$ cat config.mk
export PLATFORM = sky130hd
export DESIGN_NAME = avr_opcode_pattern_decoder_flat
export DESIGN_NICKNAME = d
export VERILOG_FILES = /design/src/rtl/aopd_pkg.sv /design/src/rtl/aopd_if.sv /design/src/rtl/aopd_match.sv /design/src/rtl/avr_opcode_pattern_decoder.sv /design/src/flat_wrapper.sv
export SDC_FILE = /design/constraint.sdc
export NUM_CORES = 1
export LEC_CHECK = 0
export ABC_AREA = 0
export BUFFER_PORTS_ARGS = -buffer_cell sky130_fd_sc_hd__buf_2
export CAP_MARGIN = 20
export CORE_MARGIN = 4
export CORE_UTILIZATION = 24
export CTS_BUF_LIST = sky130_fd_sc_hd__clkbuf_8
export CTS_CLUSTER_SIZE = 28
export DETAILED_ROUTE_END_ITERATION = 10
export SLEW_MARGIN = 40
export SYNTH_ARGS = -nofsm -noshare
export SYNTH_HDL_FRONTEND = slang
export SYNTH_HIERARCHICAL = 1
export SYNTH_SLANG_ARGS = --single-unit
$ cat constraint.sdc
create_clock -name clock -period 7.9 [get_ports clock]
set_input_delay 1.58 -clock clock [delete_from_list [all_inputs] [get_ports clock]]
set_output_delay 1.58 -clock clock [all_outputs]
set_load 0.05 [all_outputs]
$ cat src/rtl/aopd_pkg.sv
// ----------------------------------------------------------------------------
// aopd_pkg
// Shared types, operand kind codes and the fixed opcode pattern table of the
// AVR opcode pattern decoder.
// ----------------------------------------------------------------------------
package aopd_pkg;

   localparam int NUM_ENTRIES = 139;

   localparam int WORD_W  = 16;
   localparam int INDEX_W = 8;
   localparam int LEN_W   = 3;
   localparam int NOPS_W  = 2;
   localparam int KIND_W  = 5;

   // operand kinds
   localparam logic [KIND_W-1:0] K_NONE  = 5'd0;
   localparam logic [KIND_W-1:0] K_REG   = 5'd1;
   localparam logic [KIND_W-1:0] K_R16   = 5'd2;
   localparam logic [KIND_W-1:0] K_PAIR  = 5'd3;
   localparam logic [KIND_W-1:0] K_PAIR24 = 5'd4;
   localparam logic [KIND_W-1:0] K_DATA  = 5'd5;
   localparam logic [KIND_W-1:0] K_BIT   = 5'd6;
   localparam logic [KIND_W-1:0] K_IO    = 5'd7;
   localparam logic [KIND_W-1:0] K_BRA   = 5'd8;
   localparam logic [KIND_W-1:0] K_REL   = 5'd9;
   localparam logic [KIND_W-1:0] K_LONG  = 5'd10;
   localparam logic [KIND_W-1:0] K_DES   = 5'd11;
   localparam logic [KIND_W-1:0] K_X     = 5'd12;
   localparam logic [KIND_W-1:0] K_XP    = 5'd13;
   localparam logic [KIND_W-1:0] K_MX    = 5'd14;
   localparam logic [KIND_W-1:0] K_Y     = 5'd15;
   localparam logic [KIND_W-1:0] K_YP    = 5'd16;
   localparam logic [KIND_W-1:0] K_MY    = 5'd17;
   localparam logic [KIND_W-1:0] K_Z     = 5'd18;
   localparam logic [KIND_W-1:0] K_ZP    = 5'd19;
   localparam logic [KIND_W-1:0] K_MZ    = 5'd20;
   localparam logic [KIND_W-1:0] K_YQ    = 5'd21;
   localparam logic [KIND_W-1:0] K_ZQ    = 5'd22;

   localparam logic [LEN_W-1:0] LEN_NONE  = 3'd0;
   localparam logic [LEN_W-1:0] LEN_SHORT = 3'd2;
   localparam logic [LEN_W-1:0] LEN_LONG  = 3'd4;

   typedef struct packed {
      logic [WORD_W-1:0] fixed;
      logic [LEN_W-1:0]  len;
      logic [NOPS_W-1:0] nops;
      logic [WORD_W-1:0] mask_a;
      logic [KIND_W-1:0] kind_a;
      logic [WORD_W-1:0] mask_b;
      logic [KIND_W-1:0] kind_b;
   } entry_type;

   typedef struct packed {
      logic               hit;
      logic [INDEX_W-1:0] entry_index;
      logic [LEN_W-1:0]   length_bytes;
      logic [NOPS_W-1:0]  operand_count;
      logic [WORD_W-1:0]  first_operand_mask;
      logic [KIND_W-1:0]  first_operand_kind;
      logic [WORD_W-1:0]  second_operand_mask;
      logic [KIND_W-1:0]  second_operand_kind;
   } result_type;

   function automatic entry_type p0(logic [WORD_W-1:0] f);
      return '{f, LEN_SHORT, 2'd0, 16'h0000, K_NONE, 16'h0000, K_NONE};
   endfunction

   function automatic entry_type p1(logic [WORD_W-1:0] f, logic [LEN_W-1:0] len,
                                    logic [WORD_W-1:0] m, logic [KIND_W-1:0] k);
      return '{f, len, 2'd1, m, k, 16'h0000, K_NONE};
   endfunction

   function automatic entry_type p2(logic [WORD_W-1:0] f,
                                    logic [WORD_W-1:0] m1, logic [KIND_W-1:0] k1,
                                    logic [WORD_W-1:0] m2, logic [KIND_W-1:0] k2);
      return '{f, LEN_SHORT, 2'd2, m1, k1, m2, k2};
   endfunction

   function automatic entry_type p2l(logic [WORD_W-1:0] f,
                                     logic [WORD_W-1:0] m1, logic [KIND_W-1:0] k1,
                                     logic [WORD_W-1:0] m2, logic [KIND_W-1:0] k2);
      return '{f, LEN_LONG, 2'd2, m1, k1, m2, k2};
   endfunction

   localparam entry_type ENTRY_TABLE [NUM_ENTRIES] = '{
      p0(16'h9598), p0(16'h9488), p0(16'h94d8), p0(16'h94f8), p0(16'h94a8),
      p0(16'h94c8), p0(16'h94e8), p0(16'h94b8), p0(16'h9498), p0(16'h9519),
      p0(16'h9419), p0(16'h95d8), p0(16'h9509), p0(16'h9409), p0(16'h95c8),
      p0(16'h0000), p0(16'h9508), p0(16'h9518), p0(16'h9408), p0(16'h9458),
      p0(16'h9478), p0(16'h9428), p0(16'h9448), p0(16'h9468), p0(16'h9438),
      p0(16'h9418), p0(16'h9588), p0(16'h95e8),
      p1(16'h95f8, LEN_SHORT, 16'h0000, K_ZP),
      p0(16'h95a8),
      p1(16'h940b, LEN_SHORT, 16'h00f0, K_DES),
      p1(16'h9405, LEN_SHORT, 16'h01f0, K_REG),
      p1(16'h9488, LEN_SHORT, 16'h0070, K_BIT),
      p1(16'hf400, LEN_SHORT, 16'h03f8, K_BRA), p1(16'hf000, LEN_SHORT, 16'h03f8, K_BRA),
      p1(16'hf001, LEN_SHORT, 16'h03f8, K_BRA), p1(16'hf404, LEN_SHORT, 16'h03f8, K_BRA),
      p1(16'hf405, LEN_SHORT, 16'h03f8, K_BRA), p1(16'hf005, LEN_SHORT, 16'h03f8, K_BRA),
      p1(16'hf407, LEN_SHORT, 16'h03f8, K_BRA), p1(16'hf007, LEN_SHORT, 16'h03f8, K_BRA),
      p1(16'hf000, LEN_SHORT, 16'h03f8, K_BRA), p1(16'hf004, LEN_SHORT, 16'h03f8, K_BRA),
      p1(16'hf002, LEN_SHORT, 16'h03f8, K_BRA), p1(16'hf401, LEN_SHORT, 16'h03f8, K_BRA),
      p1(16'hf402, LEN_SHORT, 16'h03f8, K_BRA), p1(16'hf400, LEN_SHORT, 16'h03f8, K_BRA),
      p1(16'hf406, LEN_SHORT, 16'h03f8, K_BRA), p1(16'hf006, LEN_SHORT, 16'h03f8, K_BRA),
      p1(16'hf403, LEN_SHORT, 16'h03f8, K_BRA), p1(16'hf003, LEN_SHORT, 16'h03f8, K_BRA),
      p1(16'h9408, LEN_SHORT, 16'h0070, K_BIT),
      p1(16'h940e, LEN_LONG, 16'h01f1, K_LONG),
      p1(16'h9400, LEN_SHORT, 16'h01f0, K_REG), p1(16'h940a, LEN_SHORT, 16'h01f0, K_REG),
      p1(16'h9403, LEN_SHORT, 16'h01f0, K_REG),
      p1(16'h940c, LEN_LONG, 16'h01f1, K_LONG),
      p2(16'h9004, 16'h01f0, K_REG, 16'h0000, K_Z),
      p2(16'h9005, 16'h01f0, K_REG, 16'h0000, K_ZP),
      p1(16'h9406, LEN_SHORT, 16'h01f0, K_REG), p1(16'h9401, LEN_SHORT, 16'h01f0, K_REG),
      p1(16'h900f, LEN_SHORT, 16'h01f0, K_REG),
      p2(16'h9204, 16'h0000, K_Z, 16'h01f0, K_REG),
      p2(16'h9205, 16'h0000, K_Z, 16'h01f0, K_REG),
      p2(16'h9206, 16'h0000, K_Z, 16'h01f0, K_REG),
      p2(16'h9207, 16'h0000, K_Z, 16'h01f0, K_REG),
      p1(16'h920f, LEN_SHORT, 16'h01f0, K_REG),
      p1(16'hd000, LEN_SHORT, 16'h0fff, K_REL), p1(16'hc000, LEN_SHORT, 16'h0fff, K_REL),
      p1(16'h9407, LEN_SHORT, 16'h01f0, K_REG),
      p1(16'hef0f, LEN_SHORT, 16'h00f0, K_R16),
      p1(16'h9402, LEN_SHORT, 16'h01f0, K_REG),
      p2(16'h1c00, 16'h01f0, K_REG, 16'h020f, K_REG),
      p2(16'h0c00, 16'h01f0, K_REG, 16'h020f, K_REG),
      p2(16'h9600, 16'h0030, K_PAIR24, 16'h00cf, K_DATA),
      p2(16'h2000, 16'h01f0, K_REG, 16'h020f, K_REG),
      p2(16'h7000, 16'h00f0, K_R16, 16'h0f0f, K_DATA),
      p2(16'hf800, 16'h01f0, K_REG, 16'h0007, K_BIT),
      p2(16'hf400, 16'h0007, K_BIT, 16'h03f8, K_BRA),
      p2(16'hf000, 16'h0007, K_BIT, 16'h03f8, K_BRA),
      p2(16'hfa00, 16'h01f0, K_REG, 16'h0007, K_BIT),
      p2(16'h9800, 16'h00f8, K_IO, 16'h0007, K_BIT),
      p2(16'h1400, 16'h01f0, K_REG, 16'h020f, K_REG),
      p2(16'h0400, 16'h01f0, K_REG, 16'h020f, K_REG),
      p2(16'h3000, 16'h00f0, K_R16, 16'h0f0f, K_DATA),
      p2(16'h1000, 16'h01f0, K_REG, 16'h020f, K_REG),
      p2(16'h9006, 16'h01f0, K_REG, 16'h0000, K_Z),
      p2(16'h9007, 16'h01f0, K_REG, 16'h0000, K_ZP),
      p2(16'h2400, 16'h01f0, K_REG, 16'h020f, K_REG),
      p2(16'h0308, 16'h0070, K_R16, 16'h0007, K_R16),
      p2(16'h0380, 16'h0070, K_R16, 16'h0007, K_R16),
      p2(16'h0388, 16'h0070, K_R16, 16'h0007, K_R16),
      p2(16'hb000, 16'h01f0, K_REG, 16'h060f, K_DATA),
      p2(16'h900c, 16'h01f0, K_REG, 16'h0000, K_X),
      p2(16'h900d, 16'h01f0, K_REG, 16'h0000, K_XP),
      p2(16'h900e, 16'h01f0, K_REG, 16'h0000, K_MX),
      p2(16'h8008, 16'h01f0, K_REG, 16'h0000, K_Y),
      p2(16'h9009, 16'h01f0, K_REG, 16'h0000, K_YP),
      p2(16'h900a, 16'h01f0, K_REG, 16'h0000, K_MY),
      p2(16'h8000, 16'h01f0, K_REG, 16'h0000, K_Z),
      p2(16'h9001, 16'h01f0, K_REG, 16'h0000, K_ZP),
      p2(16'h9002, 16'h01f0, K_REG, 16'h0000, K_MZ),
      p2(16'h8008, 16'h01f0, K_REG, 16'h2c07, K_YQ),
      p2(16'h8000, 16'h01f0, K_REG, 16'h2c07, K_ZQ),
      p2(16'he000, 16'h00f0, K_R16, 16'h0f0f, K_DATA),
      p2l(16'h9000, 16'h01f0, K_REG, 16'h0000, K_LONG),
      p2(16'ha000, 16'h00f0, K_R16, 16'h070f, K_DATA),
      p2(16'h2c00, 16'h01f0, K_REG, 16'h020f, K_REG),
      p2(16'h0100, 16'h00f0, K_PAIR, 16'h000f, K_PAIR),
      p2(16'h9c00, 16'h01f0, K_REG, 16'h020f, K_REG),
      p2(16'h0200, 16'h00f0, K_R16, 16'h000f, K_R16),
      p2(16'h0300, 16'h0070, K_R16, 16'h0007, K_R16),
      p2(16'h2800, 16'h01f0, K_REG, 16'h020f, K_REG),
      p2(16'h6000, 16'h00f0, K_R16, 16'h0f0f, K_DATA),
      p2(16'hb800, 16'h060f, K_IO, 16'h01f0, K_REG),
      p2(16'h0800, 16'h01f0, K_REG, 16'h020f, K_REG),
      p2(16'h4000, 16'h00f0, K_R16, 16'h0f0f, K_DATA),
      p2(16'h9a00, 16'h00f8, K_IO, 16'h0007, K_BIT),
      p2(16'h9900, 16'h00f8, K_IO, 16'h0007, K_BIT),
      p2(16'h9b00, 16'h00f8, K_IO, 16'h0007, K_BIT),
      p2(16'h9700, 16'h0030, K_PAIR24, 16'h00cf, K_DATA),
      p2(16'h6000, 16'h00f0, K_R16, 16'h0f0f, K_DATA),
      p2(16'hfc00, 16'h01f0, K_REG, 16'h0007, K_BIT),
      p2(16'hfe00, 16'h01f0, K_REG, 16'h0007, K_BIT),
      p2(16'h920c, 16'h0000, K_X, 16'h01f0, K_REG),
      p2(16'h920d, 16'h0000, K_XP, 16'h01f0, K_REG),
      p2(16'h920e, 16'h0000, K_MX, 16'h01f0, K_REG),
      p2(16'h8208, 16'h0000, K_Y, 16'h01f0, K_REG),
      p2(16'h9209, 16'h0000, K_YP, 16'h01f0, K_REG),
      p2(16'h920a, 16'h0000, K_MY, 16'h01f0, K_REG),
      p2(16'h8200, 16'h0000, K_Z, 16'h01f0, K_REG),
      p2(16'h9201, 16'h0000, K_ZP, 16'h01f0, K_REG),
      p2(16'h9202, 16'h0000, K_MZ, 16'h01f0, K_REG),
      p2(16'h8208, 16'h2c07, K_YQ, 16'h01f0, K_REG),
      p2(16'h8200, 16'h2c07, K_ZQ, 16'h01f0, K_REG),
      p2l(16'h9200, 16'h0000, K_LONG, 16'h01f0, K_REG),
      p2(16'ha800, 16'h00f0, K_R16, 16'h070f, K_DATA),
      p2(16'h1800, 16'h01f0, K_REG, 16'h020f, K_REG),
      p2(16'h5000, 16'h00f0, K_R16, 16'h0f0f, K_DATA)
   };

endpackage

$ cat src/rtl/aopd_if.sv
// ----------------------------------------------------------------------------
// aopd channel interfaces
// Valid/ready channels for opcode words in and decode results out.
// ----------------------------------------------------------------------------
interface aopd_req_if;
   logic                         valid;
   logic                         ready;
   logic [aopd_pkg::WORD_W-1:0]  opcode_word;

   modport source (output valid, output opcode_word, input ready);
   modport sink   (input valid, input opcode_word, output ready);
endinterface

interface aopd_rsp_if;
   logic                          valid;
   logic                          ready;
   logic                          hit;
   logic [aopd_pkg::INDEX_W-1:0]  entry_index;
   logic [aopd_pkg::LEN_W-1:0]    length_bytes;
   logic [aopd_pkg::NOPS_W-1:0]   operand_count;
   logic [aopd_pkg::WORD_W-1:0]   first_operand_mask;
   logic [aopd_pkg::KIND_W-1:0]   first_operand_kind;
   logic [aopd_pkg::WORD_W-1:0]   second_operand_mask;
   logic [aopd_pkg::KIND_W-1:0]   second_operand_kind;

   modport source (output valid, output hit, output entry_index, output length_bytes,
                   output operand_count, output first_operand_mask,
                   output first_operand_kind, output second_operand_mask,
                   output second_operand_kind, input ready);
   modport sink   (input valid, input hit, input entry_index, input length_bytes,
                   input operand_count, input first_operand_mask,
                   input first_operand_kind, input second_operand_mask,
                   input second_operand_kind, output ready);
endinterface

$ cat src/rtl/aopd_match.sv
// ----------------------------------------------------------------------------
// aopd_match
// Parallel match of one opcode word against every pattern entry, with a
// priority pick of the highest matching entry index.
// ----------------------------------------------------------------------------
module aopd_match (
   input  logic [aopd_pkg::WORD_W-1:0] word,
   output aopd_pkg::result_type        result
);

   always_comb begin
      result = '0;
      // later entries override earlier ones
      for (int i = 0; i < aopd_pkg::NUM_ENTRIES; i++) begin
         if ((word & ~(aopd_pkg::ENTRY_TABLE[i].mask_a | aopd_pkg::ENTRY_TABLE[i].mask_b))
             == aopd_pkg::ENTRY_TABLE[i].fixed) begin
            result.hit                 = 1'b1;
            result.entry_index         = aopd_pkg::INDEX_W'(i);
            result.length_bytes        = aopd_pkg::ENTRY_TABLE[i].len;
            result.operand_count       = aopd_pkg::ENTRY_TABLE[i].nops;
            result.first_operand_mask  = aopd_pkg::ENTRY_TABLE[i].mask_a;
            result.first_operand_kind  = aopd_pkg::ENTRY_TABLE[i].kind_a;
            result.second_operand_mask = aopd_pkg::ENTRY_TABLE[i].mask_b;
            result.second_operand_kind = aopd_pkg::ENTRY_TABLE[i].kind_b;
         end
      end
   end

endmodule

$ cat src/rtl/avr_opcode_pattern_decoder.sv
// ----------------------------------------------------------------------------
// avr_opcode_pattern_decoder
// Classifies one AVR instruction word per cycle while rsp is not stalled, against the
// fixed pattern table and returns the matched entry with its operand descriptors.
// ----------------------------------------------------------------------------
//   channel | dir | payload
//   req     | in  | opcode_word
//   rsp     | out | hit, entry_index, length_bytes, operand_count, operand masks/kinds
//
//   two register stages: input word register, then result register
//   rsp valid rises behind both registers; one item per cycle unless rsp stalls
//   the table match and priority pick sit between the two registers
//   reset clears both stage valid flags; no table setup needed
//   a stalled rsp holds its result; req keeps flowing while a stage is free
// ----------------------------------------------------------------------------
module avr_opcode_pattern_decoder (
   input  logic           clock,
   input  logic           reset,
   aopd_req_if.sink       req,
   aopd_rsp_if.source     rsp
);

   logic                         in_valid_ff;
   logic                         in_valid_in;
   logic [aopd_pkg::WORD_W-1:0]  in_word_ff;
   logic                         out_valid_ff;
   logic                         out_valid_in;
   aopd_pkg::result_type         out_data_ff;
   aopd_pkg::result_type         match_result;
   logic                         out_load;
   logic                         req_xfer;

   aopd_match u_match (
      .word   (in_word_ff),
      .result (match_result)
   );

   assign out_load  = !out_valid_ff || rsp.ready;
   assign req.ready = !in_valid_ff || out_load;
   assign req_xfer  = req.valid && req.ready;

   always_comb begin
      in_valid_in = in_valid_ff;
      if (req.ready) begin
         in_valid_in = req.valid;
      end
      out_valid_in = out_valid_ff;
      if (out_load) begin
         out_valid_in = in_valid_ff;
      end
   end

   always_ff @(posedge clock) begin
      if (reset) begin
         in_valid_ff  <= 1'b0;
         out_valid_ff <= 1'b0;
      end else begin
         in_valid_ff  <= in_valid_in;
         out_valid_ff <= out_valid_in;
      end
   end

   always_ff @(posedge clock) begin
      if (req_xfer) begin
         in_word_ff <= req.opcode_word;
      end
      if (out_load && in_valid_ff) begin
         out_data_ff <= match_result;
      end
   end

   assign rsp.valid               = out_valid_ff;
   assign rsp.hit                 = out_data_ff.hit;
   assign rsp.entry_index         = out_data_ff.entry_index;
   assign rsp.length_bytes        = out_data_ff.length_bytes;
   assign rsp.operand_count       = out_data_ff.operand_count;
   assign rsp.first_operand_mask  = out_data_ff.first_operand_mask;
   assign rsp.first_operand_kind  = out_data_ff.first_operand_kind;
   assign rsp.second_operand_mask = out_data_ff.second_operand_mask;
   assign rsp.second_operand_kind = out_data_ff.second_operand_kind;

   a_req_fills_stage: assert property (@(posedge clock) disable iff (reset)
      req_xfer |=> in_valid_ff)
      else $error("req transfer did not fill the input stage");

   a_stage_moves: assert property (@(posedge clock) disable iff (reset)
      in_valid_ff && out_load |=> rsp.valid)
      else $error("decoded word did not reach the result stage");

   a_hit_length: assert property (@(posedge clock) disable iff (reset)
      rsp.valid && rsp.hit |->
         rsp.length_bytes == aopd_pkg::LEN_SHORT || rsp.length_bytes == aopd_pkg::LEN_LONG)
      else $error("hit with bad length");

   a_hit_index: assert property (@(posedge clock) disable iff (reset)
      rsp.valid && rsp.hit |->
         rsp.entry_index <= aopd_pkg::INDEX_W'(aopd_pkg::NUM_ENTRIES - 1))
      else $error("entry index beyond table");

   a_miss_clear: assert property (@(posedge clock) disable iff (reset)
      rsp.valid && !rsp.hit |->
         rsp.entry_index == '0 && rsp.length_bytes == aopd_pkg::LEN_NONE &&
         rsp.operand_count == '0 && rsp.first_operand_mask == '0 &&
         rsp.second_operand_mask == '0)
      else $error("miss result not cleared");

endmodule

$ cat src/flat_wrapper.sv
// flat-port wrapper written by rule: the top's interface ports become plain ports
module avr_opcode_pattern_decoder_flat 
  (clock, reset, req_valid, req_opcode_word, req_ready, rsp_valid, rsp_hit, rsp_entry_index, rsp_length_bytes, rsp_operand_count, rsp_first_operand_mask, rsp_first_operand_kind, rsp_second_operand_mask, rsp_second_operand_kind, rsp_ready);
  aopd_req_if req_i ();
  aopd_rsp_if rsp_i ();
  input  logic clock;
  input  logic reset;
  input wire logic [$bits(req_i.valid)-1:0] req_valid;
  input wire logic [$bits(req_i.opcode_word)-1:0] req_opcode_word;
  output wire logic [$bits(req_i.ready)-1:0] req_ready;
  output wire logic [$bits(rsp_i.valid)-1:0] rsp_valid;
  output wire logic [$bits(rsp_i.hit)-1:0] rsp_hit;
  output wire logic [$bits(rsp_i.entry_index)-1:0] rsp_entry_index;
  output wire logic [$bits(rsp_i.length_bytes)-1:0] rsp_length_bytes;
  output wire logic [$bits(rsp_i.operand_count)-1:0] rsp_operand_count;
  output wire logic [$bits(rsp_i.first_operand_mask)-1:0] rsp_first_operand_mask;
  output wire logic [$bits(rsp_i.first_operand_kind)-1:0] rsp_first_operand_kind;
  output wire logic [$bits(rsp_i.second_operand_mask)-1:0] rsp_second_operand_mask;
  output wire logic [$bits(rsp_i.second_operand_kind)-1:0] rsp_second_operand_kind;
  input wire logic [$bits(rsp_i.ready)-1:0] rsp_ready;
  assign req_i.valid = req_valid;
  assign req_i.opcode_word = req_opcode_word;
  assign req_ready = req_i.ready;
  assign rsp_valid = rsp_i.valid;
  assign rsp_hit = rsp_i.hit;
  assign rsp_entry_index = rsp_i.entry_index;
  assign rsp_length_bytes = rsp_i.length_bytes;
  assign rsp_operand_count = rsp_i.operand_count;
  assign rsp_first_operand_mask = rsp_i.first_operand_mask;
  assign rsp_first_operand_kind = rsp_i.first_operand_kind;
  assign rsp_second_operand_mask = rsp_i.second_operand_mask;
  assign rsp_second_operand_kind = rsp_i.second_operand_kind;
  assign rsp_i.ready = rsp_ready;
  avr_opcode_pattern_decoder u_core (.clock(clock), .reset(reset), .req(req_i), .rsp(rsp_i));
endmodule
## Yosys cells after proc, flatten, opt, wreduce, memory -nomap -nowiden

Cells that the tools add are included.

- Muxes and demuxes: 135
- Reduce and logical (&&, ||, !) cells: 17
- Eq/ne operators: 135

Operator list:

| cell | count |
|---|---|
| $mux 55 | 124 |
| $eq 16x16->1 const B | 29 |
| $eq 11x11->1 const B | 38 |
| $mux 51 | 8 |
| $eq 9x9->1 const B | 16 |
| $reduce_or 135->1 | 1 |
| $mux 49 | 2 |
| $eq 8x8->1 const B | 10 |
| $reduce_or 66->1 | 1 |
| $mux 56 | 1 |
| $eq 10x4->1 const B | 4 |
| $eq 5x5->1 const B | 8 |
| $reduce_or 34->1 | 1 |
| $reduce_or 32->1 | 1 |
| $eq 13x13->1 const B | 2 |
| $eq 12x12->1 const B | 2 |
| $eq 6x3->1 const B | 4 |
| $eq 6x4->1 const B | 4 |
| $reduce_or 24->1 | 1 |
| $eq 10x10->1 const B | 2 |
| $reduce_or 19->1 | 1 |
| $eq 6x6->1 const B | 3 |
| $eq 4x3->1 const B | 4 |
| $logic_not 16->1 | 1 |
| 13 further kinds | 19 |

- Input bits: 20
- Register bits: 74
- Word-level logic and storage cells: 314

## Longest topological paths before layout

Gate-level depths: netlist of run 1.

- Depth after elaboration: 136
- Mapped depth: 12

## By module

The synthesis of run 1 kept the hierarchy.

By module, submodules not included:

| module | area each (µm²) | times used | cells each | sequential area each (µm²) |
|---|---|---|---|---|
| aopd_match | 4,287.9 | 1 | 712 | 0.0 |
| avr_opcode_pattern_decoder | 2,265.9 | 1 | 82 | 2,202.1 |

## Worst setup path after synthesis of run 1

Ideal clock, no wire load.

- Kind: in2out
- Start point: in rsp_ready
- End point: out req_ready
- Required time: 6.320 ns
- Slack: 4.491 ns
- Stages: 1
- Arrival: 1.829 ns
- Cell sequence: nand3b_4

- Longest elaborated chain between the ends: 2

Ends and longest elaborated chain:

| what | line | RTL |
|---|---|---|
| start: declaration | flat_wrapper.sv:20 | `input wire logic [$bits(rsp_i.ready)-1:0] rsp_ready;` |
| $logic_or 1x1->1 | avr_opcode_pattern_decoder.sv:38 | `assign out_load = !out_valid_ff \|\| rsp.ready;` |
| $logic_or 1x1->1 | avr_opcode_pattern_decoder.sv:39 | `assign req.ready = !in_valid_ff \|\| out_load;` |
| end: declaration | flat_wrapper.sv:10 | `output wire logic [$bits(req_i.ready)-1:0] req_ready;` |

Every way passes these cells.

## Worst setup path after layout of run 1

Same ends and word-level chain as after synthesis.

==> results of run 1 <==
routing by layer:
metal	vias to the layer above	GRT usage [%]	share of wire, %
met5	-	0	0.045
met4	2	9.15	5.5
met3	95	5.26	11
met2	489	26.7	41
met1	3293	25.6	42
li1	3082	-	-
cells in the mapped netlist (6+ instances only):
| cell | instances |
|---|---|
| nand3_1 | 34 |
| inv_1 | 16 |
| nand4_1 | 17 |
| nor3b_1 | 10 |
| o31ai_1 | 6 |
| nor2_1 | 80 |
| a211oi_1 | 7 |
| buf_4 | 26 |
| edfxtp_1 | 72 |
| or3_1 | 11 |
| nor3_1 | 24 |
| or2_2 | 6 |
| nand2_1 | 71 |
| o211ai_1 | 7 |
| clkbuf_1 | 18 |
| o22ai_1 | 8 |
| a21oi_1 | 42 |
| o21ai_0 | 57 |
| and3_1 | 6 |
| nor4_1 | 27 |
| a31oi_1 | 10 |
| buf_2 | 31 |
| nor2b_1 | 21 |
| o21ai_1 | 6 |
| nand2b_1 | 21 |
per-stage QoR:
step	std cells	hold WS (ns)	cell area, um^2	power [uW]
floorplan	800	0.461	6580	712
global placement	1154	0.474	7070	790
detailed placement	1154	0.485	7080	789
CTS	1170	0.500	7290	1120
global route	1170	0.550	7300	1170
finish	1170	0.505	7300	1110
area by class of cell:
cell class                      instances  area [um^2]
Clock buffer                            9          124
Clock inverter                          7         82.6
Fill cell                            2926        19600
Inverter                               16         60.1
Multi-Input combinational cell        630         3900
Sequential cell                        74         2200
Tap cell                              341          427
Timing Repair Buffer                   93          505
sequential cells by signal (all words and copies together), names as in the netlist:
name and flops:
u_core/in_valid_ff 1, u_core/rsp.second_operand_kind 5, u_core/rsp.second_operand_mask 16, u_core/rsp.valid 1
u_core/rsp.first_operand_kind 5, u_core/rsp.hit 1, u_core/rsp.entry_index 8, u_core/rsp.length_bytes 3
u_core/rsp.operand_count 2, u_core/rsp.first_operand_mask 16, u_core/in_word_ff 16
power by group through the flow:
stage	Clock (uW)	Combinational, uW	Sequential (uW)
floorplan	0	166	546
global placement	0	306	484
detailed placement	0	304	485
CTS	343	305	476
global route	359	331	479
finish	325	312	475
kinds of logic after synthesis:
kind of cell / synth area share (%)
buf+inv: 7.58
mux: 0.305
simple gates: 34.9
compound gates: 22.5
other cells: 0.0572
xor+xnor: 1.07
flops: 33.6
path summary, 6_finish.rpt:
| kind | depth (start not counted) | to | startpoint |
|---|---|---|---|
| max | 3 | req_ready | rsp_ready |
| min reg2reg | 2 | u_core/rsp.valid | u_core/in_valid_ff |
| max reg2reg | 8 | u_core/rsp.first_operand_kind[0] | u_core/in_word_ff[12] |
| min | 2 | u_core/rsp.valid | u_core/in_valid_ff |
cell usage in the layout, fill, tap and decap left out, types with 6 or more instances in the layout:
master / n
nor2_1: 80
buf_2: 77
edfxtp_1: 72
nand2_1: 71
o21ai_0: 57
a21oi_1: 42
nand3_1: 34
nor4_1: 25
nor3_1: 24
nand2b_1: 21
nor2b_1: 21
nand4_1: 17
inv_1: 16
buf_4: 16
or3_1: 11
nor3b_1: 10
a31oi_1: 10
clkbuf_8: 9
o22ai_1: 8
nor4_2: 7
o211ai_1: 7
a211oi_1: 7
conb_1: 7
or2_2: 6
o31ai_1: 6
o21ai_1: 6
and3_1: 6
critical path: stages:
cell	delay, ns
buf_2	0.09
nand3b_4	0.13
buf_2	0.27
==> qor.txt, run 1 <==
# DRC: 0
clock slew seen by the registers of the worst setup and hold paths: 0.09 ns
Final Hold Viols: 0
via count: 6961
die area: 30000 um^2
Top FF cell, synth: edfxtp_1
switching power: 417 uW
Crit Path Class: primary input to output port
GRT Overall Usage: 18.6%
CTS H-tree lvls: 3
setup TNS: 0 ns
Root Buffer Master: clkbuf_8
Sw Share: 37.5%
Final Net Count: 844
yosys warns: 6
setup ws final: 4.26 ns
FF+latch count, synth: 74
Mapped Area: 6550 um^2
number of post-CTS setup repair buffers: 0
max-slew violations: 0
Power Density: 152 nW/um^2
Util after Layout: 27.2%
part of the power in registers: 42.7%
TritonCTS clock tree: done
DR WL/cell: 24.6 um
pre-CTS setup slack: 4.26 ns
Mapped Cells: 794
Comb pwr share: 28.1%
Post-synth EDFFs: 72
num rows: 60
Leakage: 0.00262 uW
internal power: 695 uW
Max-Cap Viols: 0
I/O pin count: 78
initial antenna violation count: 1
Seq/Total Area, Yosys: 33.6%
Starting Density: 24.4%
critical path endpoint category: output port
Synth async-reset ratio: 0%
minimum clock period: 3.64 ns
maximum vdd drop: 0.0576 mV
Initial DRC Count: 1120
Synth-to-Final Area Change: 11.4%
I/O Buffers: 77
Skew-Pair Late Insertion Delay: 0.38 ns
clock skew: 0.00695 ns
Num Clock Sinks: 74
R2R Setup Slk: 4.33 ns
Max Buffers Root-to-Sink: 2
First-pass DRT Iterations: 5
clock share of power: 29.2%
ratio of final minimum period to clock period: 46.1%
share of layout cells above drive strength 1: 18.2%
first-pass GRT wire length: 43000 um
final setup violating endpoints: 0
outcome: completed
library cells used by synthesis: 98
CP required: 6.32 ns
Die Span Y: 173 um
Rel. slew slack: 36.9%
largest net degree at the start of global routing: 57
Detailed Route WL: 28800 um
largest area contributor in the netlist: edfxtp_1
CP Launch Type: primary input
Detailed Place HPWL: 21300 um
Core Footprint: 26900 um^2
Fmax: 0.274 GHz
ANT nets after route: 0
Mean Syn Cell Area: 8.25 um^2
Hold WC Path Type: flip-flop to flip-flop
Max FO, Critical Path: 3
grt ovf: 0
Ant. Diodes: 0
main area contributors after synthesis: edfxtp_1 (33%), nor2_1 (4.6%), o21ai_0 (4.4%)
global placer's final weighted congestion: 1.04
# hold bufs at CTS: 0
share of the synthesized area in the top cell type: 33.0%
vias in the first global route: 6532
worst slew pin tran: 0.944 ns
CP arrival: 2.06 ns
Via density: 5.95
# resized after CTS: 0
Num CTS Buffers: 9
RSZ-0062 raised after global routing: false
Die W: 173 um
Power figures use the tool's default switching activity.
==> run 2, diff against run 1 <==
Clock period 7.9 ns to 3.75 ns, I/O delays scaled along.
==> qor.txt, run 2 (same netlist as run 1, synthesis figures left out) <==
Max-Cap Viols: 0 (unchanged)
CP most frequent cell: o21ai_1
Starting Density: 24.4% (unchanged)
Via density: 5.94 (-0.12%)
worst r2r path cells: 8 (unchanged)
share of layout cells above drive strength 1: 23.4% (+5.2 points)
# DRC: 0 (unchanged)
ANT nets after route: 0 (unchanged)
most common cell after layout, fill and taps aside: nor2_1
Crit Path Class: flip-flop to flip-flop
# resized after CTS: 0 (unchanged)
Detailed Route WL: 31800 um (+10%)
via count: 7315 (+5.1%)
commonest non-fill, non-tap cells in the layout: nor2_1 (80), buf_2 (77), buf_4 (76), edfxtp_1 (72), nand2_1 (71)
RSZ-0062 raised after global routing: false
Cell Chain, Critical Path: buf_4 > and3b_1 > o2111a_1 > o21ai_1 > nor4b_1 > nand4_1 > a2111oi_0 > o21ai_1
Hold WC Path Type: flip-flop to flip-flop
die area: 30000 um^2 (unchanged)
outcome: completed
Root Buffer Master: clkbuf_8
num rows: 60 (unchanged)
max incr delay on CP: 0.70 ns (+0.43 ns)
ratio of final minimum period to clock period: 89.0%
vias in the first global route: 6987 (+7.0%)
critical path endpoint category: flip-flop
Skew-Pair Late Insertion Delay: 0.38 ns (about the same)
R2R Setup Slk: 0.41 ns (-3.92 ns)
Num Clock Sinks: 74 (unchanged)
Leakage: 0.00292 uW (+11%)
setup TNS: 0 ns (unchanged)
Hold Crit Endpoint: u_core/rsp.valid
I/O pin count: 78 (unchanged)
Synth-to-Final Area Change: 18.2%
minimum clock period: 3.34 ns
Final Net Count: 905 (+7.2%)
Reg-to-Reg Start: u_core/in_word_ff[10]
Die W: 173 um (unchanged)
final setup violating endpoints: 0 (unchanged)
Num CTS Buffers: 9 (unchanged)
Rel. slew slack: 41.3% (+4.4 points)
CP max-delay cell: edfxtp_1
grt ovf: 0 (unchanged)
I/O Buffers: 77 (unchanged)
Core Footprint: 26900 um^2 (unchanged)
total chip power: 2380 uW (+110%)
CTS H-tree lvls: 3 (unchanged)
initial antenna violation count: 1 (unchanged)
First-pass DRT Iterations: 6 (+1)
Max Buffers Root-to-Sink: 2 (unchanged)
fill count: 2940 (+0.48%)
Initial DRC Count: 1130 (+0.89%)
TritonCTS clock tree: done
Util after Layout: 28.8% (+1.7 points)
# hold bufs at CTS: 0 (unchanged)
Die Span Y: 173 um (unchanged)
GRT Overall Usage: 20.2% (+1.6 points)
first-pass GRT wire length: 46300 um (+7.7%)
RR Endpoint: u_core/rsp.first_operand_kind[0]
Max FO, Critical Path: 15 (+12)
CP arrival: 3.47 ns (+1.41 ns)
DR WL/cell: 25.8 um (+4.7%)
WHS Path Cells: 2 (unchanged)
clock slew seen by the registers of the worst setup and hold paths: 0.09 ns (about the same)
clock skew: 0.0148 ns (+0.00788 ns)
Detailed Place HPWL: 24800 um (+17%)
number of post-CTS setup repair buffers: 0 (unchanged)
HP Start: u_core/in_valid_ff
global placer's final weighted congestion: 1.04 (about the same)
CP Launch Type: flip-flop
maximum vdd drop: 0.153 mV (+170%)
Final Hold Viols: 0 (unchanged)
Ant. Diodes: 0 (unchanged)
CP required: 3.88 ns (-2.44 ns)
Power Density: 308 nW/um^2 (+100%)
max-slew violations: 0 (unchanged)
Fmax: 0.299 GHz
largest net degree at the start of global routing: 57 (unchanged)
worst slew pin tran: 0.878 ns (-0.0664 ns)
## run 2: cell count changes in the layout (fill, tap and decap cells not counted), moves of 2 or more
cell	change
clkinvlp_4	-2
nor4_2	-2
buf_4	+60
inv_6	-2
nor4_1	+2
clkinv_4	+4
## run 2: how the worst max path moves through the flow
stage,from,to,slack (ns),depth (start not counted)
2_1_floorplan,u_core/in_word_ff[9],u_core/rsp.first_operand_mask[5],1.23,9
3_3_place_gp,u_core/in_word_ff[10],u_core/rsp.first_operand_kind[0],0.53,8
3_5_place_dp,u_core/in_word_ff[10],u_core/rsp.first_operand_kind[0],0.48,8
4_1_cts,u_core/in_word_ff[10],u_core/rsp.first_operand_kind[0],0.48,8
5_1_grt,u_core/in_word_ff[10],u_core/rsp.first_operand_kind[0],0.21,8
6_report,u_core/in_word_ff[10],u_core/rsp.first_operand_kind[0],0.41,8
## run 2: worst max-delay path, delay by kind of cell, from the launching register on
kind / cells / cell delay (ns)
flops: 1 / 0.70
buf+inv: 1 / 0.31
simple gates: 3 / 0.83
compound gates: 4 / 1.24
## run 2: layout make-up
| cell class | count | area, um^2 | share of cell area, % |
|---|---|---|---|
| Multi-Input combinational cell | 630 | 3880 | 50.1 |
| Sequential cell | 74 | 2200 | 28.4 |
| Timing Repair Buffer | 154 | 976 | 12.6 |
| Clock buffer | 9 | 124 | 1.60 |
| Tap cell | 341 | 427 | 5.51 |
| Clock inverter | 7 | 77.6 | 1.00 |
| Inverter | 16 | 60.1 | 0.776 |
## run 2: metrics by stage
step                      worst slack [ns]  area [um^2]  hold WS, ns  instances
after floorplan                       1.23         6580        0.461        800
after global placement               0.531         7540        0.469       1215
after detailed placement             0.485         7540        0.487       1215
after CTS                            0.475         7740        0.498       1231
after global routing                 0.214         7740        0.529       1231
final                                0.411         7740        0.499       1231
## run 2: power by group
group	total (uW)	internal, uW	leakage (uW)	switching (uW)
logic	697	203	0.00212	495
registers	1010	976	0.000695	37.3
clock network	671	312	0.000101	358
total	2380	1490	0.00292	890
## run 2: layer usage
layer  part of all wire, %  global-route usage [%]  wire length, um  up-vias
met5                 0.041                       0               13        -
met4                   5.5                    8.85             1740        2
met3                   9.8                    5.30             3110      127
met2                    43                    31.3            13700      547
met1                    42                    26.5            13200     3447
li1                      -                       -                -     3192
==> run 3, diff against run 2 <==
Settings changed: SYNTH_HIERARCHICAL 1 to default.
==> qor.txt, run 3 <==
initial antenna violation count: 0 (-1)
vias in the first global route: 6978 (-0.13%)
Hold Crit Endpoint: u_core.rsp.valid
most common cell after layout, fill and taps aside: nor2_1
commonest non-fill, non-tap cells in the layout: nor2_1 (84), nand2_1 (76), buf_4 (74), buf_2 (70), a21oi_1 (67)
GRT Overall Usage: 21.7% (+1.5 points)
Synth-to-Final Area Change: 18.4%
largest area contributor in the netlist: edfxtp_1
worst slew pin tran: 0.823 ns (-0.0552 ns)
Max-Cap Viols: 0 (unchanged)
Post-synth top cells: nor2_1 (84), nand2_1 (76), a21oi_1 (67)
Crit Path Class: flip-flop to flip-flop
Largest Register: u_core.in_word_ff
fill count: 2824 (-3.9%)
Die Span Y: 168 um (-2.9%)
TritonCTS clock tree: done
clock skew: 0.0251 ns (+0.0103 ns)
yosys warns: 0 (-6)
Num Clock Sinks: 61 (-18%)
outcome: completed
First-pass DRT Iterations: 6 (unchanged)
Buf/Inv on CP: 1 (unchanged)
Starting Density: 24.4% (about the same)
max incr delay on CP: 0.63 ns (-0.07 ns)
max-slew violations: 0 (unchanged)
CP max-delay cell: edfxtp_1
Seq/Total Area, Yosys: 29.4% (-4.2 points)
RR Endpoint: u_core.rsp.entry_index[1]
Mapped Cells: 807 (+1.6%)
CTS H-tree lvls: 3 (unchanged)
# hold bufs at CTS: 0 (unchanged)
R2R Setup Slk: 0.34 ns (-0.08 ns)
Detailed Place HPWL: 24900 um (+0.56%)
Max FO, Critical Path: 14 (-1)
ratio of final minimum period to clock period: 91.1% (+2.0 points)
maximum vdd drop: 0.164 mV (+6.8%)
Mean Syn Cell Area: 7.64 um^2 (-7.5%)
FF+latch count, synth: 61 (-18%)
Synth async-reset ratio: 0% (unchanged)
Num CTS Buffers: 9 (unchanged)
Top FF cell, synth: edfxtp_1
max reg flops: 16
# DRC: 0 (unchanged)
CP delay by family, top: compound AO/OA/AOI/OAI gates
share of layout cells above drive strength 1: 21.6% (-1.8 points)
RSZ-0062 raised after global routing: false
global placer's final weighted congestion: 1.03 (-1.3%)
DR WL/cell: 25.9 um (+0.43%)
share of the synthesized area in the top cell type: 28.7% (-4.2 points)
Fmax: 0.293 GHz (-2.2%)
clock slew seen by the registers of the worst setup and hold paths: 0.10 ns (about the same)
Util after Layout: 28.9% (+0.081 points)
Initial DRC Count: 1279 (+13%)
ANT nets after route: 0 (unchanged)
Rel. slew slack: 43.7% (+2.4 points)
WHS Path Cells: 2 (unchanged)
I/O Buffers: 70 (-9.1%)
Leakage: 0.00276 uW (-5.2%)
via count: 7417 (+1.4%)
most frequent cell after synthesis: nor2_1
# resized after CTS: 0 (unchanged)
die area: 28300 um^2 (-5.7%)
I/O pin count: 78 (unchanged)
grt ovf: 0 (unchanged)
number of post-CTS setup repair buffers: 0 (unchanged)
Reg-to-Reg Start: u_core.in_word_ff[12]
CP Launch Type: flip-flop
Final Hold Viols: 0 (unchanged)
largest net degree at the start of global routing: 44 (-23%)
critical path endpoint category: flip-flop
Post-synth EDFFs: 59 (-18%)
Mapped Area: 6160 um^2 (-6.0%)
Skew-Pair Late Insertion Delay: 0.39 ns (about the same)
HP Start: reset
Power Density: 287 nW/um^2 (-6.8%)
Die W: 168 um (-2.9%)
minimum clock period: 3.41 ns (+0.0756 ns)
first-pass GRT wire length: 46300 um (unchanged)
Final Net Count: 905 (unchanged)
Levels on crit path: 8 (unchanged)
setup TNS: 0 ns (unchanged)
main area contributors after synthesis: edfxtp_1 (29%), a21oi_1 (5.4%), nor2_1 (5.1%)
num rows: 58 (-3.3%)
CP required: 3.84 ns (-0.04 ns)
CP arrival: 3.50 ns (+0.03 ns)
Cell Chain, Critical Path: buf_4 > and4_1 > nand4_1 > o21ai_0 > or3_1 > a2111o_1 > o31ai_1 > a311oi_1
library cells used by synthesis: 79 (-19%)
Root Buffer Master: clkbuf_8
Detailed Route WL: 31600 um (-0.39%)
Hold WC Path Type: primary input to flip-flop
Core Footprint: 25300 um^2 (-6.0%)
Via density: 6.07 (+2.2%)
worst r2r path cells: 8 (unchanged)
Max Buffers Root-to-Sink: 2 (unchanged)
final setup violating endpoints: 0 (unchanged)
run 3: routing by layer:
layer | track usage [%] | vias up | part of all wire (%) | wire [um]
met4 | 12.4 | 0 | 6.7 | 2130
met5 | 0 | - | 0 | 0
met2 | 31.8 | 557 | 42 | 13300
met1 | 29.6 | 3493 | 42 | 13200
met3 | 4.32 | 128 | 9.7 | 3080
li1 | - | 3239 | - | -
run 3: cell families after synthesis:
family          count (synthesis)  synth area share (%)
compound gates                244                  26.1
simple gates                  393                  35.0
mux                             3                 0.508
buf+inv                        97                  7.75
flops                          61                  29.4
other cells                     1                0.0608
xor+xnor                        8                  1.14
run 3: metrics by stage:
stage | hold slack [ns] | total power (uW) | worst slack (ns) | std cells | area [um^2]
6_report | 0.524 | 2090 | 0.335 | 1221 | 7300
5_1_grt | 0.520 | 2170 | 0.283 | 1220 | 7290
4_1_cts | 0.513 | 2090 | 0.436 | 1220 | 7290
3_5_place_dp | 0.515 | 1540 | 0.449 | 1204 | 7130
3_3_place_gp | 0.504 | 1540 | 0.0618 | 1204 | 7120
2_1_floorplan | 0.478 | 1310 | 0.549 | 813 | 6190
run 3: worst max path at each step:
stage / start / slack (ns) / to
floorplan: rsp_ready / 0.55 / u_core.rsp.entry_index[0]
global placement: u_core.in_word_ff[12] / 0.06 / u_core.rsp.hit
detailed placement: u_core.in_word_ff[14] / 0.45 / u_core.rsp.hit
CTS: u_core.in_word_ff[14] / 0.44 / u_core.rsp.hit
global route: u_core.in_word_ff[14] / 0.28 / u_core.rsp.hit
finish: u_core.in_word_ff[12] / 0.34 / u_core.rsp.entry_index[1]
run 3: layout make-up:
type	count	area, um^2	area share [%]
multi-input combinational	655	3920	53.7
antenna	1	2.50	0.0343
timing repair buffer	146	946	13.0
inverter	12	45.0	0.617
clock inverter	7	35.0	0.480
tap	330	413	5.66
sequential	61	1810	24.8
clock buffer	9	124	1.70
run 3: power breakdown:
group / internal (uW) / switching (uW) / total, uW
clock network: 230 / 320 / 549
logic: 206 / 495 / 701
registers: 805 / 35.7 / 841
total: 1240 / 851 / 2090
